<file path="config.mk">
export PLATFORM = sky130hd
export DESIGN_NAME = quadrature_speed_pid_flat
export DESIGN_NICKNAME = d
export VERILOG_FILES = /design/src/hdl/qspd_pkg.sv /design/src/hdl/qspd_if.sv /design/src/hdl/quadrature_speed_pid.sv /design/src/hdl/qspd_encoder.sv /design/src/hdl/qspd_mul.sv /design/src/hdl/qspd_pid.sv /design/src/flat_wrapper.sv
export SDC_FILE = /design/constraint.sdc
export NUM_CORES = 2
export LEC_CHECK = 0
export ABC_CLOCK_PERIOD_IN_PS = 19600
export BUFFER_PORTS_ARGS = -buffer_cell sky130_fd_sc_hd__buf_4
export CORE_UTILIZATION = 45
export DETAILED_ROUTE_END_ITERATION = 10
export SYNTH_ARGS = -nofsm -noshare
export SYNTH_HDL_FRONTEND = slang
export SYNTH_SLANG_ARGS = --single-unit
</file>
<file path="constraint.sdc">
create_clock -name clk -period 19.6 [get_ports clk]
set_input_delay 0 -clock clk [delete_from_list [all_inputs] [get_ports clk]]
set_output_delay 0 -clock clk [all_outputs]
set_load 0.02 [all_outputs]
</file>
<file path="src/hdl/qspd_pkg.sv">
// shared types, constants and the quadrature step table for the speed loop
package qspd_pkg;

  localparam int POSITION_WIDTH_DEF = 32;
  localparam int GAIN_FRAC_BITS_DEF = 16;

  localparam int GAIN_W   = 16;
  localparam int SPEED_W  = 10;
  localparam int PERIOD_W = 10;
  localparam int DIR_W    = 2;
  localparam int DUTY_W   = 7;
  localparam int DRIVE_W  = 2;
  localparam int POS_OUT_W = 32;
  localparam int IVAL_W   = 16;
  localparam int ERR_W    = 12;
  localparam int INTEG_W  = 40;
  localparam int SPLIT_W  = 20;
  localparam int MUL_A_W  = GAIN_W + 1;
  localparam int MUL_B_W  = SPLIT_W + 1;
  localparam int PROD_W   = MUL_A_W + MUL_B_W;
  localparam int ACC_W    = PROD_W + SPLIT_W;
  localparam int CFG_IDX_W = 3;
  localparam int CFG_DATA_W = 16;

  localparam int SPEED_MAX = 1023;
  localparam int DUTY_MAX  = 100;

  localparam logic [CFG_IDX_W-1:0] REG_SETPOINT  = 3'd0;
  localparam logic [CFG_IDX_W-1:0] REG_DIRECTION = 3'd1;
  localparam logic [CFG_IDX_W-1:0] REG_PROP_GAIN = 3'd2;
  localparam logic [CFG_IDX_W-1:0] REG_INTEG_GAIN = 3'd3;
  localparam logic [CFG_IDX_W-1:0] REG_DERIV_GAIN = 3'd4;
  localparam logic [CFG_IDX_W-1:0] REG_PERIOD    = 3'd5;
  localparam logic [CFG_IDX_W-1:0] REG_INVERT    = 3'd6;

  localparam logic [GAIN_W-1:0]   PROP_GAIN_RST  = 16'd13107;
  localparam logic [GAIN_W-1:0]   INTEG_GAIN_RST = 16'd66;
  localparam logic [GAIN_W-1:0]   DERIV_GAIN_RST = 16'd0;
  localparam logic [PERIOD_W-1:0] PERIOD_RST     = 10'd50;

  localparam logic OP_PIN  = 1'b0;
  localparam logic OP_TICK = 1'b1;

  // direction request code for forward; any negative code means backward
  localparam logic [DIR_W-1:0] DIR_REQ_FWD = 2'b01;

  localparam logic [DRIVE_W-1:0] DRIVE_IDLE = 2'd0;
  localparam logic [DRIVE_W-1:0] DRIVE_FWD  = 2'd1;
  localparam logic [DRIVE_W-1:0] DRIVE_BACK = 2'd2;

  typedef struct packed {
    logic [GAIN_W-1:0]   prop;
    logic [GAIN_W-1:0]   integ;
    logic [GAIN_W-1:0]   deriv;
    logic [PERIOD_W-1:0] period;
  } pid_gains_t;

  typedef struct packed {
    logic                    start;
    logic signed [ERR_W-1:0] err;
    logic                    out_free;
  } pid_cmd_t;

  typedef struct packed {
    logic              busy;
    logic              done;
    logic [DUTY_W-1:0] duty;
  } pid_stat_t;

  // index is {cur_b, cur_a, prev_b, prev_a}
  function automatic logic signed [2:0] step_lut(input logic [3:0] idx);
    logic signed [2:0] s;
    unique case (idx)
      4'd1, 4'd7, 4'd8, 4'd14:  s = 3'sd1;
      4'd2, 4'd4, 4'd11, 4'd13: s = -3'sd1;
      4'd3, 4'd12:              s = 3'sd2;
      4'd6, 4'd9:               s = -3'sd2;
      default:                  s = 3'sd0;
    endcase
    return s;
  endfunction

endpackage

</file>
<file path="src/hdl/qspd_if.sv">
// request channel interfaces for encoder input and duty results
interface qspd_in_if;
  logic valid;
  logic ready;
  logic opcode;
  logic pin_a;
  logic pin_b;
  modport source(output valid, output opcode, output pin_a, output pin_b, input ready);
  modport sink(input valid, input opcode, input pin_a, input pin_b, output ready);
endinterface

interface qspd_out_if;
  logic                             valid;
  logic                             ready;
  logic [qspd_pkg::DUTY_W-1:0]      duty;
  logic [qspd_pkg::DRIVE_W-1:0]     drive;
  logic [qspd_pkg::SPEED_W-1:0]     measured_speed;
  logic signed [qspd_pkg::POS_OUT_W-1:0] position;
  modport source(output valid, output duty, output drive, output measured_speed,
                 output position, input ready);
  modport sink(input valid, input duty, input drive, input measured_speed,
               input position, output ready);
endinterface

</file>
<file path="src/hdl/quadrature_speed_pid.sv">
// quadrature encoder speed loop with a fixed-point pid, top level
//
// in_ch carries requests: opcode 0 is an encoder pin sample (pin_a, pin_b),
// opcode 1 is a sample tick that runs the controller. out_ch returns one
// result per tick: duty percent, bridge drive, measured speed and position.
// cfg_we/cfg_index/cfg_wdata write one of the seven control registers per cycle.
// a pin sample gives no result; ready stays high.
// after a tick is accepted, the pid sequencer runs the integral update and
// four gain products (the integral term in two halves) through one
// registered multiplier; in_ch.ready is low meanwhile, so no new request
// is taken until the tick has finished.
// results sit in an output register: while the receiver stalls, pin samples
// are still taken, and a following tick finishes its products but waits in
// its last step until the register frees.
// reset loads the register defaults and clears pin history, counts,
// integral and last error; no result is pending after reset.
module quadrature_speed_pid #(
  parameter int POSITION_WIDTH = qspd_pkg::POSITION_WIDTH_DEF,
  parameter int GAIN_FRAC_BITS = qspd_pkg::GAIN_FRAC_BITS_DEF
) (
  input  logic                              clk,
  input  logic                              rst_n,
  qspd_in_if.sink                           in_ch,
  qspd_out_if.source                        out_ch,
  input  logic                              cfg_we,
  input  logic [qspd_pkg::CFG_IDX_W-1:0]    cfg_index,
  input  logic [qspd_pkg::CFG_DATA_W-1:0]   cfg_wdata
);

  localparam int SPEED_W = qspd_pkg::SPEED_W;
  localparam int IVAL_W  = qspd_pkg::IVAL_W;

  logic [SPEED_W-1:0]              setpoint_r;
  logic [qspd_pkg::DIR_W-1:0]      dir_r;
  logic [qspd_pkg::GAIN_W-1:0]     prop_r, integ_r, deriv_r;
  logic [qspd_pkg::PERIOD_W-1:0]   period_r;
  logic                            invert_r;

  logic                            in_acc, pin_req, tick_req, out_free;
  logic signed [POSITION_WIDTH-1:0] pos;
  logic signed [IVAL_W-1:0]        ival;
  logic [IVAL_W-1:0]               ival_abs;
  logic [SPEED_W-1:0]              mag, mag_r, mag_nxt;
  logic [qspd_pkg::DRIVE_W-1:0]    drive;
  qspd_pkg::pid_gains_t            gains;
  qspd_pkg::pid_cmd_t              cmd;
  qspd_pkg::pid_stat_t             stat;

  logic                            out_valid_r, out_valid_nxt;
  logic [qspd_pkg::DUTY_W-1:0]     duty_r, duty_nxt;
  logic [qspd_pkg::DRIVE_W-1:0]    drive_r, drive_nxt;
  logic [SPEED_W-1:0]              speed_r, speed_nxt;
  logic signed [qspd_pkg::POS_OUT_W-1:0] pos_out_r, pos_out_nxt;

  assign in_ch.ready = !stat.busy;
  assign in_acc   = in_ch.valid && in_ch.ready;
  assign pin_req  = in_acc && (in_ch.opcode == qspd_pkg::OP_PIN);
  assign tick_req = in_acc && (in_ch.opcode == qspd_pkg::OP_TICK);
  assign out_free = !out_valid_r || out_ch.ready;

  always_ff @(posedge clk) begin
    if (!rst_n) begin
      setpoint_r <= '0;
      dir_r      <= '0;
      prop_r     <= qspd_pkg::PROP_GAIN_RST;
      integ_r    <= qspd_pkg::INTEG_GAIN_RST;
      deriv_r    <= qspd_pkg::DERIV_GAIN_RST;
      period_r   <= qspd_pkg::PERIOD_RST;
      invert_r   <= 1'b0;
    end else if (cfg_we) begin
      unique case (cfg_index)
        qspd_pkg::REG_SETPOINT:   setpoint_r <= cfg_wdata[SPEED_W-1:0];
        qspd_pkg::REG_DIRECTION:  dir_r      <= cfg_wdata[qspd_pkg::DIR_W-1:0];
        qspd_pkg::REG_PROP_GAIN:  prop_r     <= cfg_wdata;
        qspd_pkg::REG_INTEG_GAIN: integ_r    <= cfg_wdata;
        qspd_pkg::REG_DERIV_GAIN: deriv_r    <= cfg_wdata;
        qspd_pkg::REG_PERIOD:     period_r   <= cfg_wdata[qspd_pkg::PERIOD_W-1:0];
        qspd_pkg::REG_INVERT:     invert_r   <= cfg_wdata[0];
        default: ;
      endcase
    end
  end

  qspd_encoder #(
    .POSITION_WIDTH (POSITION_WIDTH)
  ) u_encoder (
    .clk    (clk),
    .rst_n  (rst_n),
    .sample (pin_req),
    .pin_a  (in_ch.pin_a),
    .pin_b  (in_ch.pin_b),
    .invert (invert_r),
    .clear  (tick_req),
    .pos    (pos),
    .ival   (ival)
  );

  always_comb begin
    ival_abs = ival[IVAL_W-1] ? IVAL_W'(-ival) : IVAL_W'(ival);
    mag = (ival_abs > IVAL_W'(qspd_pkg::SPEED_MAX)) ? SPEED_W'(qspd_pkg::SPEED_MAX)
                                                    : ival_abs[SPEED_W-1:0];
    mag_nxt = tick_req ? mag : mag_r;
  end

  assign gains.prop   = prop_r;
  assign gains.integ  = integ_r;
  assign gains.deriv  = deriv_r;
  assign gains.period = period_r;

  assign cmd.start    = tick_req;
  assign cmd.err      = $signed({2'b00, setpoint_r}) - $signed({2'b00, mag});
  assign cmd.out_free = out_free;

  qspd_pid #(
    .GAIN_FRAC_BITS (GAIN_FRAC_BITS)
  ) u_pid (
    .clk   (clk),
    .rst_n (rst_n),
    .gains (gains),
    .cmd   (cmd),
    .stat  (stat)
  );

  always_comb begin
    priority if (dir_r == qspd_pkg::DIR_REQ_FWD) drive = qspd_pkg::DRIVE_FWD;
    else if (dir_r[1])                           drive = qspd_pkg::DRIVE_BACK;
    else                                         drive = qspd_pkg::DRIVE_IDLE;
  end

  always_comb begin
    out_valid_nxt = out_valid_r;
    duty_nxt      = duty_r;
    drive_nxt     = drive_r;
    speed_nxt     = speed_r;
    pos_out_nxt   = pos_out_r;
    if (out_valid_r && out_ch.ready) out_valid_nxt = 1'b0;
    if (stat.done && out_free) begin
      out_valid_nxt = 1'b1;
      duty_nxt      = (drive == qspd_pkg::DRIVE_IDLE) ? '0 : stat.duty;
      drive_nxt     = drive;
      speed_nxt     = mag_r;
      pos_out_nxt   = qspd_pkg::POS_OUT_W'(pos);
    end
  end

  always_ff @(posedge clk) begin
    if (!rst_n) begin
      out_valid_r <= 1'b0;
    end else begin
      out_valid_r <= out_valid_nxt;
    end
  end

  always_ff @(posedge clk) begin
    mag_r     <= mag_nxt;
    duty_r    <= duty_nxt;
    drive_r   <= drive_nxt;
    speed_r   <= speed_nxt;
    pos_out_r <= pos_out_nxt;
  end

  assign out_ch.valid          = out_valid_r;
  assign out_ch.duty           = duty_r;
  assign out_ch.drive          = drive_r;
  assign out_ch.measured_speed = speed_r;
  assign out_ch.position       = pos_out_r;

  a_tick_clears: assert property (@(posedge clk) disable iff (!rst_n)
    tick_req |=> (ival == '0))
    else $error("interval count not cleared after tick");

  a_busy_blocks: assert property (@(posedge clk) disable iff (!rst_n)
    stat.busy |-> !in_ch.ready)
    else $error("request taken while controller busy");

  a_duty_range: assert property (@(posedge clk) disable iff (!rst_n)
    out_valid_r |-> (duty_r <= qspd_pkg::DUTY_W'(qspd_pkg::DUTY_MAX)))
    else $error("duty out of range");

  a_idle_zero: assert property (@(posedge clk) disable iff (!rst_n)
    (out_valid_r && (drive_r == qspd_pkg::DRIVE_IDLE)) |-> (duty_r == '0))
    else $error("idle drive with nonzero duty");

endmodule

</file>
<file path="src/hdl/qspd_encoder.sv">
// quadrature decoder with wrapping position and saturating interval count
module qspd_encoder #(
  parameter int POSITION_WIDTH = qspd_pkg::POSITION_WIDTH_DEF
) (
  input  logic                              clk,
  input  logic                              rst_n,
  input  logic                              sample,
  input  logic                              pin_a,
  input  logic                              pin_b,
  input  logic                              invert,
  input  logic                              clear,
  output logic signed [POSITION_WIDTH-1:0]  pos,
  output logic signed [qspd_pkg::IVAL_W-1:0] ival
);

  logic [1:0]                           prev_r, prev_nxt;
  logic signed [POSITION_WIDTH-1:0]     pos_r, pos_nxt;
  logic signed [qspd_pkg::IVAL_W-1:0]   ival_r, ival_nxt;
  logic signed [2:0]                    step_raw, step_adj;
  logic signed [qspd_pkg::IVAL_W:0]     ival_sum;

  always_comb begin
    step_raw = qspd_pkg::step_lut({pin_b, pin_a, prev_r});
    step_adj = invert ? -step_raw : step_raw;
    ival_sum = (qspd_pkg::IVAL_W+1)'(ival_r) + (qspd_pkg::IVAL_W+1)'(step_adj);
    prev_nxt = prev_r;
    pos_nxt  = pos_r;
    ival_nxt = ival_r;
    if (sample) begin
      prev_nxt = {pin_b, pin_a};
      pos_nxt  = pos_r + POSITION_WIDTH'(step_adj);
      if (ival_sum[qspd_pkg::IVAL_W] != ival_sum[qspd_pkg::IVAL_W-1]) begin
        ival_nxt = ival_sum[qspd_pkg::IVAL_W] ? {1'b1, {(qspd_pkg::IVAL_W-1){1'b0}}}
                                              : {1'b0, {(qspd_pkg::IVAL_W-1){1'b1}}};
      end else begin
        ival_nxt = ival_sum[qspd_pkg::IVAL_W-1:0];
      end
    end else if (clear) begin
      ival_nxt = '0;
    end
  end

  always_ff @(posedge clk) begin
    if (!rst_n) begin
      prev_r <= '0;
      pos_r  <= '0;
      ival_r <= '0;
    end else begin
      prev_r <= prev_nxt;
      pos_r  <= pos_nxt;
      ival_r <= ival_nxt;
    end
  end

  assign pos  = pos_r;
  assign ival = ival_r;

endmodule

</file>
<file path="src/hdl/qspd_mul.sv">
// shared registered multiplier, unsigned gain by signed operand
module qspd_mul (
  input  logic                                 clk,
  input  logic [qspd_pkg::GAIN_W-1:0]          op_a,
  input  logic signed [qspd_pkg::MUL_B_W-1:0]  op_b,
  output logic signed [qspd_pkg::PROD_W-1:0]   prod
);

  logic signed [qspd_pkg::PROD_W-1:0] prod_r;

  always_ff @(posedge clk) begin
    prod_r <= $signed({1'b0, op_a}) * op_b;
  end

  assign prod = prod_r;

endmodule

</file>
<file path="src/hdl/qspd_pid.sv">
// pid sequencer: integral update and gain products through one multiplier
module qspd_pid #(
  parameter int GAIN_FRAC_BITS = qspd_pkg::GAIN_FRAC_BITS_DEF
) (
  input  logic                 clk,
  input  logic                 rst_n,
  input  qspd_pkg::pid_gains_t gains,
  input  qspd_pkg::pid_cmd_t   cmd,
  output qspd_pkg::pid_stat_t  stat
);

  localparam int ACC_W   = qspd_pkg::ACC_W;
  localparam int ERR_W   = qspd_pkg::ERR_W;
  localparam int INTEG_W = qspd_pkg::INTEG_W;
  localparam int SPLIT_W = qspd_pkg::SPLIT_W;
  localparam int MUL_B_W = qspd_pkg::MUL_B_W;
  localparam int PROD_W  = qspd_pkg::PROD_W;
  localparam logic signed [ACC_W-1:0] DUTY_LIMIT =
    ACC_W'(qspd_pkg::DUTY_MAX) <<< GAIN_FRAC_BITS;

  localparam logic [2:0] S_IDLE  = 3'd0;
  localparam logic [2:0] S_MUL_I = 3'd1;
  localparam logic [2:0] S_SAT_I = 3'd2;
  localparam logic [2:0] S_ACC_P = 3'd3;
  localparam logic [2:0] S_ACC_D = 3'd4;
  localparam logic [2:0] S_ACC_L = 3'd5;
  localparam logic [2:0] S_ACC_H = 3'd6;
  localparam logic [2:0] S_DONE  = 3'd7;

  logic [2:0]                  state_r, state_nxt;
  logic signed [ERR_W-1:0]     err_r, err_nxt;
  logic signed [ERR_W-1:0]     diff_r, diff_nxt;
  logic signed [ERR_W-1:0]     last_r, last_nxt;
  logic signed [INTEG_W-1:0]   integ_r, integ_nxt;
  logic signed [ACC_W-1:0]     acc_r, acc_nxt;
  logic signed [INTEG_W:0]     integ_sum;
  logic [qspd_pkg::GAIN_W-1:0] op_a;
  logic signed [MUL_B_W-1:0]   op_b;
  logic signed [PROD_W-1:0]    prod;
  logic [qspd_pkg::DUTY_W-1:0] duty;

  qspd_mul u_mul (
    .clk  (clk),
    .op_a (op_a),
    .op_b (op_b),
    .prod (prod)
  );

  always_comb begin
    op_a = '0;
    op_b = '0;
    unique case (state_r)
      S_MUL_I: begin
        op_a = qspd_pkg::GAIN_W'(gains.period);
        op_b = MUL_B_W'(err_r);
      end
      S_SAT_I: begin
        op_a = gains.prop;
        op_b = MUL_B_W'(err_r);
      end
      S_ACC_P: begin
        op_a = gains.deriv;
        op_b = MUL_B_W'(diff_r);
      end
      S_ACC_D: begin
        op_a = gains.integ;
        op_b = $signed({1'b0, integ_r[SPLIT_W-1:0]});
      end
      S_ACC_L: begin
        op_a = gains.integ;
        op_b = MUL_B_W'($signed(integ_r[INTEG_W-1:SPLIT_W]));
      end
      default: begin
        op_a = '0;
        op_b = '0;
      end
    endcase
  end

  always_comb begin
    integ_sum = (INTEG_W+1)'(integ_r) + (INTEG_W+1)'(prod);
    state_nxt = state_r;
    err_nxt   = err_r;
    diff_nxt  = diff_r;
    last_nxt  = last_r;
    integ_nxt = integ_r;
    acc_nxt   = acc_r;
    unique case (state_r)
      S_IDLE: begin
        if (cmd.start) begin
          err_nxt   = cmd.err;
          diff_nxt  = cmd.err - last_r;
          last_nxt  = cmd.err;
          state_nxt = S_MUL_I;
        end
      end
      S_MUL_I: state_nxt = S_SAT_I;
      S_SAT_I: begin
        if (integ_sum[INTEG_W] != integ_sum[INTEG_W-1]) begin
          integ_nxt = integ_sum[INTEG_W] ? {1'b1, {(INTEG_W-1){1'b0}}}
                                         : {1'b0, {(INTEG_W-1){1'b1}}};
        end else begin
          integ_nxt = integ_sum[INTEG_W-1:0];
        end
        state_nxt = S_ACC_P;
      end
      S_ACC_P: begin
        acc_nxt   = ACC_W'(prod);
        state_nxt = S_ACC_D;
      end
      S_ACC_D: begin
        acc_nxt   = acc_r + ACC_W'(prod);
        state_nxt = S_ACC_L;
      end
      S_ACC_L: begin
        acc_nxt   = acc_r + ACC_W'(prod);
        state_nxt = S_ACC_H;
      end
      S_ACC_H: begin
        acc_nxt   = acc_r + (ACC_W'(prod) <<< SPLIT_W);
        state_nxt = S_DONE;
      end
      S_DONE: begin
        if (cmd.out_free) state_nxt = S_IDLE;
      end
      default: state_nxt = S_IDLE;
    endcase
  end

  always_comb begin
    priority if (acc_r[ACC_W-1]) begin
      duty = '0;
    end else if (acc_r >= DUTY_LIMIT) begin
      duty = qspd_pkg::DUTY_W'(qspd_pkg::DUTY_MAX);
    end else begin
      duty = acc_r[GAIN_FRAC_BITS +: qspd_pkg::DUTY_W];
    end
  end

  always_ff @(posedge clk) begin
    if (!rst_n) begin
      state_r <= S_IDLE;
      last_r  <= '0;
      integ_r <= '0;
    end else begin
      state_r <= state_nxt;
      last_r  <= last_nxt;
      integ_r <= integ_nxt;
    end
  end

  always_ff @(posedge clk) begin
    err_r  <= err_nxt;
    diff_r <= diff_nxt;
    acc_r  <= acc_nxt;
  end

  assign stat.busy = (state_r != S_IDLE);
  assign stat.done = (state_r == S_DONE);
  assign stat.duty = duty;

endmodule
</file>
<file path="src/flat_wrapper.sv">
// flat-port wrapper written by rule: the top's interface ports become plain ports
module quadrature_speed_pid_flat 
#(
  parameter int POSITION_WIDTH = qspd_pkg::POSITION_WIDTH_DEF,
  parameter int GAIN_FRAC_BITS = qspd_pkg::GAIN_FRAC_BITS_DEF
)
  (clk, rst_n, cfg_we, cfg_index, cfg_wdata, in_ch_valid, in_ch_opcode, in_ch_pin_a, in_ch_pin_b, in_ch_ready, out_ch_valid, out_ch_duty, out_ch_drive, out_ch_measured_speed, out_ch_position, out_ch_ready);
  qspd_in_if in_ch_i ();
  qspd_out_if out_ch_i ();
  input  logic clk;
  input  logic rst_n;
  input  logic cfg_we;
  input  logic [qspd_pkg::CFG_IDX_W-1:0] cfg_index;
  input  logic [qspd_pkg::CFG_DATA_W-1:0] cfg_wdata;
  input wire logic [$bits(in_ch_i.valid)-1:0] in_ch_valid;
  input wire logic [$bits(in_ch_i.opcode)-1:0] in_ch_opcode;
  input wire logic [$bits(in_ch_i.pin_a)-1:0] in_ch_pin_a;
  input wire logic [$bits(in_ch_i.pin_b)-1:0] in_ch_pin_b;
  output wire logic [$bits(in_ch_i.ready)-1:0] in_ch_ready;
  output wire logic [$bits(out_ch_i.valid)-1:0] out_ch_valid;
  output wire logic [$bits(out_ch_i.duty)-1:0] out_ch_duty;
  output wire logic [$bits(out_ch_i.drive)-1:0] out_ch_drive;
  output wire logic [$bits(out_ch_i.measured_speed)-1:0] out_ch_measured_speed;
  output wire logic [$bits(out_ch_i.position)-1:0] out_ch_position;
  input wire logic [$bits(out_ch_i.ready)-1:0] out_ch_ready;
  assign in_ch_i.valid = in_ch_valid;
  assign in_ch_i.opcode = in_ch_opcode;
  assign in_ch_i.pin_a = in_ch_pin_a;
  assign in_ch_i.pin_b = in_ch_pin_b;
  assign in_ch_ready = in_ch_i.ready;
  assign out_ch_valid = out_ch_i.valid;
  assign out_ch_duty = out_ch_i.duty;
  assign out_ch_drive = out_ch_i.drive;
  assign out_ch_measured_speed = out_ch_i.measured_speed;
  assign out_ch_position = out_ch_i.position;
  assign out_ch_i.ready = out_ch_ready;
  quadrature_speed_pid #(.POSITION_WIDTH(POSITION_WIDTH), .GAIN_FRAC_BITS(GAIN_FRAC_BITS)) u_core (.clk(clk), .rst_n(rst_n), .in_ch(in_ch_i), .out_ch(out_ch_i), .cfg_we(cfg_we), .cfg_index(cfg_index), .cfg_wdata(cfg_wdata));
endmodule
</file>
* After elaboration in Yosys (flattened, before gate mapping)
Memories as Yosys holds them, arrays and structs flattened.
Cells that the tools add are included.
W data, S select, Z words.
** Word-level totals
- Register bits after elaboration :: 358
- Bits in read-only memories :: 48
- Input port bits :: 27
- Output and inout bits :: 53
- Logic and storage cells :: 104
- Memories kept :: 1
** Memories
- (name not given) :: words 16, width 3, rd ports 1, clocked after memory_dff 0, write ports 0, line qspd_pkg.sv:73 : unique case (idx)
** Cells by class
- Add/sub/neg operators :: 9
- Multiply operators :: 1
- Magnitude comparators :: 2
- Equal/unequal tests :: 18
- Multiplexer cells :: 20
- Bitwise operators :: 1
- Reduce and logical (&&, ||, !) cells :: 28
** Operators with widths (count)
- $pmux W58 S3 :: 1
- $pmux W21 S4 :: 1
- $mux W16 :: 5
- $mux W40 :: 2
- $pmux W16 S4 :: 1
- $add A58 B38 Y58 :: 1
- $add A58 B58 Y58 :: 1
- $ge A58 B24 Y1 const B :: 1
- $add A40 B38 Y41 :: 1
- $mul A17 B21 Y38 :: 1
- $add A32 B3 Y32 :: 1
- $pmux W3 S8 :: 1
- $eq A3 B3 Y1 const B :: 7
- $reduce_and A2 Y1 :: 9
- $add A16 B3 Y17 :: 1
- $gt A16 B10 Y1 const B :: 1
- $neg A16 Y16 :: 1
- $eq A3 B2 Y1 const B :: 4
- $sub A12 B12 Y12 :: 1
- $sub A10 B10 Y11 :: 1
- $mux W10 :: 1
- $mux W3 :: 3
- $mux W7 :: 1
- $eq A3 B1 Y1 const B :: 2
- other kinds (16) :: 30

* Logic depth before layout (Yosys ltp)
An unclocked memory read counts as a cell.
- Depth in word-level cells :: 7
- Gate-level depth with buffers :: 33
- Depth with buffers taken out :: 31

* Modules after synthesis
Synthesis repeated with hierarchy kept, for this count alone.
** Second synthesis, totals
- Cells, all modules :: 4300
- Area total of the unflattened synthesis :: 37389.6 µm²
** By module, submodules not included
- qspd_pid :: instances 1, cells each 1764, area each 14228.6 µm², sequential area each 3563.4 µm²
- qspd_mul :: instances 1, cells each 1489, area each 13452.9 µm², sequential area each 760.7 µm²
- quadrature_speed_pid :: instances 1, cells each 512, area each 5393.9 µm², sequential area each 3273.1 µm²
- qspd_encoder :: instances 1, cells each 535, area each 4314.1 µm², sequential area each 1001.0 µm²

* Worst setup path before layout
No wires, ideal clock.
- Kind :: reg2reg
- Start :: reg u_core.u_pid.state_r[0]
- End :: reg u_core.u_pid.u_mul.prod_r (netlist bit u_core.u_pid.u_mul.prod[36])
- Library setup time :: 0.072 ns
- Arrival time :: 7.777 ns
- Required time :: 19.528 ns
- Path slack :: 11.750 ns
- Stages on the path, launching flop included :: 31
- Path buffers :: 2
- Clock period less this slack :: 7.850 ns
- Cells stage by stage :: dfxtp_1 clkbuf_1 inv_1 nor3_1 a22oi_1 nand2_1 clkbuf_1 nand2_1 fa_1 inv_1 fa_1 inv_1 fa_1 inv_1 fa_1 fa_1 inv_1 fa_1 inv_1 ha_1 a21o_1 a21o_1 a21oi_1 o21ai_0 or3_1 a311oi_1 o41ai_1 a21oi_1 o221ai_1 a21oi_1 xnor2_1
** On the way
- Word-level cells in the longest chain between the ends :: 4
- Elaborated cells on any way between the ends :: 10
- Those cells by class :: 1 x mul; 5 x eq/ne; 2 x mux; 2 x reduce/logical
** RTL lines
- from (decl) :: line qspd_pid.sv:30 : logic [2:0] state_r, state_nxt;
- from (signal assigned) :: line qspd_pid.sv:146 : state_r <= state_nxt;
- $eq A3 B3 Y1 (tied with other cells) :: line qspd_pid.sv:52 : unique case (state_r)
- $reduce_or A2 Y1 (no source line)
- $pmux W16 S4 / $pmux W21 S4 (equally long branches) :: line qspd_pid.sv:52
- $mul A17 B21 Y38 * :: line qspd_mul.sv:12 : prod_r <= $signed({1'b0, op_a}) * op_b;
- to (signal assigned) :: line qspd_mul.sv:12
- to (decl) :: line qspd_mul.sv:9 : logic signed [qspd_pkg::PROD_W-1:0] prod_r;
Mark *: on every way between the ends. The rest lies on a longest branch, timed or not.
A chain may end at the register's enable or synchronous reset.

* Worst setup path in the final report
- Start :: reg u_core.u_pid.state_r[1]
- End :: reg u_core.u_pid.u_mul.prod_r (netlist bit u_core.u_pid.u_mul.prod[37])
Same word-level chain as after synthesis.

==> flow_summary_export.csv <==
group,metric,value,unit
yosys,seq_area_frac_synth,0.235,
yosys,synth_fa_ha_area_frac,0.303,
yosys,synth_nets,4900,
job,maxCapViolations,0,
die,die_x,286,µm
yosys,synth.top_cells.by_area,"fa_1, dfxtp_1, edfxtp_1, ha_1, nand2_1",
yosys,synth-xor-area-share,0.0529,
yosys,yosysTopAreaCell,"fa_1",
sta,finalSetupViolations,0,
sta,hold_viol,0,
cells_and_area,fin_nets,4925,
yosys,ys_seq_elements,356,
power_and_ir_drop,total_power,3.70,mW
yosys,synth_cell_types,95,
clock_network,worstSkewPairLatency,0.59,ns
detailed_routing,first_pass_iters,5,
critical_path,crit_type,"flop to flop",
place,dp_hpwl,81000,µm
grt,track_usage,0.261,
die,core_area,79500,µm²
cells_and_area,antenna_cells,0,
place,io_buffers,79,
cells_and_area,drive_above_1_share,0.0630,
yosys,netlist_instances,4229,
detailed_routing,wl_per_cell,19.9,µm
die,start_util,0.458,
critical_path,cp.required,20.06,ns
sta,worst_pin_slew,1.35,ns
grt,grt_antenna_before_repair,2,
yosys,muxShareOfSynthArea,0.0141,
die,die-area,82100,µm²
sta,relSlewSlack,0.100,
yosys,yosysTopAreaCellShare,0.188,
grt,grt_pass1_wl,167000,µm
yosys,syn_area_per_cell,8.61,µm²
detailed_routing,route.detailed.drc,0,
detailed_routing,final_antenna_net_count,0,
yosys,synth-edff-count,142,
place,gp_congestion,0.942,
sta,finalSetupTns,0,ns
yosys,ys.flop_type,"dfxtp_1",
cells_and_area,synthToLayoutAreaGrowth,9.03,%
yosys,yosys.area_share.simple,0.147,
sta,rsz0062_at_grt,"false",
sta,holdWs,0.193,ns
sta,clock_skew,0.0180,ns
sta,final_max_slew_viol_count,0,
clock_network,clk_pin_slew,0.06,ns
grt,grt-ovfl-total,0,
detailed_routing,drt-total-wl,106000,µm
detailed_routing,via_per_inst,5.59,
cells_and_area,fill_cells,7599,
critical_path,cp.arrival,9.86,ns
die,chipHeight,286,µm
clock_network,clockRootBuffer,"clkbuf_16",
grt,grt_pass1_vias,29339,
detailed_routing,vias,29863,
critical_path,worstPathMaxFanout,73,
yosys,synth_top_family_by_area,"adder cells",
power_and_ir_drop,p_leak,17.8,nW
clock_network,cts_tree,"done",
clock_network,numCtsBuffers,43,
worst_hold_path,hold_class,"input pin to flop",
sta,fin_crit,9.41,ns
die,ios,80,
yosys,async_reset_ff_frac,0,
yosys,netlist_area,36400,µm²
yosys,yosys_warnings,0,
clock_network,htreeDepth,2,
clock_network,clockBufferDepth,3,
detailed_routing,first_iter_violations,2231,
outcome,run_status,"complete, no violations",
sta,period_share,0.480,
critical_path,worst_setup_path_start_kind,"flop",
sta,timing.fmax,106,MHz
clock_network,clock_sinks,356,
grt,grt_max_degree,92,
power_and_ir_drop,vdd_ir_drop_max,0.0902,mV
die,fp-row-count,103,
yosys,synth_compound_gate_area_share,0.176,
critical_path,worstSetupEndpointType,"flop",
power_and_ir_drop,power.density,93.2,nW/µm²
-- cells by family after synthesis --
kind of cell | after synthesis
AOI/OAI and AO/OA | 1013
xor gates and xnor gates | 219
adders and majority gates | 683
buffers and inverters | 692
DFF | 356
muxes | 51
and+or+nand+nor | 1215
-- sequential cells by signal, summed over array words and instances (netlist names) --
name,count
u_core.u_encoder.pos,32
u_core.out_ch.duty,7
u_core.integ_r,16
u_core.u_pid.integ_r,40
u_core.u_encoder.ival,16
u_core.dir_r,2
u_core.invert_r,1
u_core.period_r,10
u_core.u_pid.last_r,11
u_core.u_pid.err_r,11
u_core.prop_r,16
u_core.u_pid.state_r,3
u_core.u_pid.diff_r,12
u_core.out_ch.valid,1
u_core.u_pid.acc_r,58
u_core.setpoint_r,10
u_core.deriv_r,16
u_core.mag_r,10
u_core.out_ch.drive,2
u_core.u_encoder.prev_r,2
u_core.u_pid.u_mul.prod,38
u_core.out_ch.position,32
u_core.out_ch.measured_speed,10
-- routing by layer --
layer  routed length, µm  vias to the layer above  GRT usage
met5                  25                        -          0
met2               47400                      872      0.413
met3                6770                      173     0.0462
met1               48800                    14432      0.361
met4                3140                        4     0.0813
li1                    -                    14382          -
-- layout by cell type, fill, tap and decap left out, types with 19 or more instances in the layout --
master | Yosys | final
o21ai_0 | 208 | 200
edfxtp_1 | 142 | 142
o221ai_1 | 24 | 24
or2_2 | 24 | 24
a21o_1 | 117 | 117
a31oi_1 | 29 | 29
dlygate4sd3_1 | 0 | 29
nand4_1 | 31 | 31
o21bai_1 | 36 | 36
nand3_1 | 67 | 67
buf_4 | 0 | 120
clkbuf_16 | 0 | 46
dfxtp_1 | 214 | 212
mux2i_1 | 49 | 49
nor2_1 | 281 | 277
a211oi_1 | 31 | 31
nand2_1 | 584 | 584
nor2b_1 | 46 | 46
nor3_1 | 42 | 41
and2_1 | 28 | 28
xnor2_1 | 133 | 132
ha_1 | 302 | 302
nand2b_1 | 34 | 32
fa_1 | 342 | 342
inv_1 | 521 | 520
xor2_1 | 85 | 85
maj3_1 | 28 | 28
and3_1 | 19 | 19
o21a_1 | 24 | 24
o21ai_1 | 18 | 24
a21oi_1 | 347 | 346
-- stage by stage --
| step | cell area (µm²) | setup WS, ns | instances | util |
|---|---|---|---|---|
| finish | 39700 | 10.19 | 5338 | 0.499 |
| global route | 39700 | 9.55 | 5338 | 0.499 |
| detailed placement | 38000 | 10.21 | 5230 | 0.478 |
| CTS | 39700 | 10.21 | 5338 | 0.499 |
| global placement | 38000 | 10.44 | 5230 | 0.478 |
| floorplan | 36400 | 11.75 | 4229 | - |
-- synthesized netlist by cell type, drive strengths merged, types with 34 or more instances --
cell,number
maj3,39
o21ai,228
mux2i,49
inv,522
a21oi,348
nor3,42
clkbuf,144
nor2b,46
nor2,281
xor2,85
nand3,68
nand2,585
xnor2,134
a211oi,35
o21bai,36
fa,342
nand2b,34
edfxtp,142
ha,302
a21o,117
dfxtp,214
-- final timing paths --
kind / start / to / slack [ns] / depth (start not counted)
setup reg to reg: u_core.u_pid.state_r[1] / u_core.u_pid.u_mul.prod[37] / 10.19 / 25
setup / recovery: u_core.u_pid.state_r[1] / u_core.u_pid.u_mul.prod[37] / 10.19 / 25
hold / removal: cfg_wdata[12] / u_core.prop_r[12] / 0.19 / 4
hold reg to reg: u_core.mag_r[0] / u_core.out_ch.measured_speed[0] / 0.42 / 0
-- report_power, final --
part	internal, mW	switching (mW)	leakage, nW	total (mW)
Combinational	0.741	1.13	14.1	1.87
Sequential	0.887	0.148	3.03	1.04
Clock	0.454	0.342	0.678	0.796
-- critical path: stages (launching register included) --
cell and delay (ns):
dfxtp_2 0.83, nand2_1 0.34, nor2_4 0.47, buf_4 0.61, nand2_1 0.14, nand4_1 0.63
nand2_1 0.27, fa_1 0.76, inv_1 0.13, fa_1 0.92, fa_1 0.53, fa_1 0.47
fa_1 0.55, fa_1 0.51, ha_1 0.39, a21o_1 0.23, a21o_1 0.19, a21oi_1 0.23
o21bai_1 0.09, a21o_1 0.17, a21oi_1 0.12, o21ai_0 0.12, a21oi_1 0.16, o211ai_1 0.10
a21oi_1 0.20, xnor2_1 0.08
-- repair_timing --
action | CTS | global route
buffers inserted | 0 | 0
gates resized for setup | 0 | 0
hold buffers | 29 | 0
endpoints found under the hold margin | 104 | 0
-- layout make-up --
type | instances | area (µm²) | area share
Multi-Input combinational cell | 3181 | 25300 | 0.637
Sequential cell | 356 | 8550 | 0.215
Inverter | 523 | 1960 | 0.0494
Tap cell | 1050 | 1310 | 0.0331
Clock buffer | 65 | 1280 | 0.0321
Timing Repair Buffer | 149 | 1190 | 0.0300
Clock inverter | 14 | 106 | 0.00268
No activity file was read; power rests on OpenSTA's default activity.
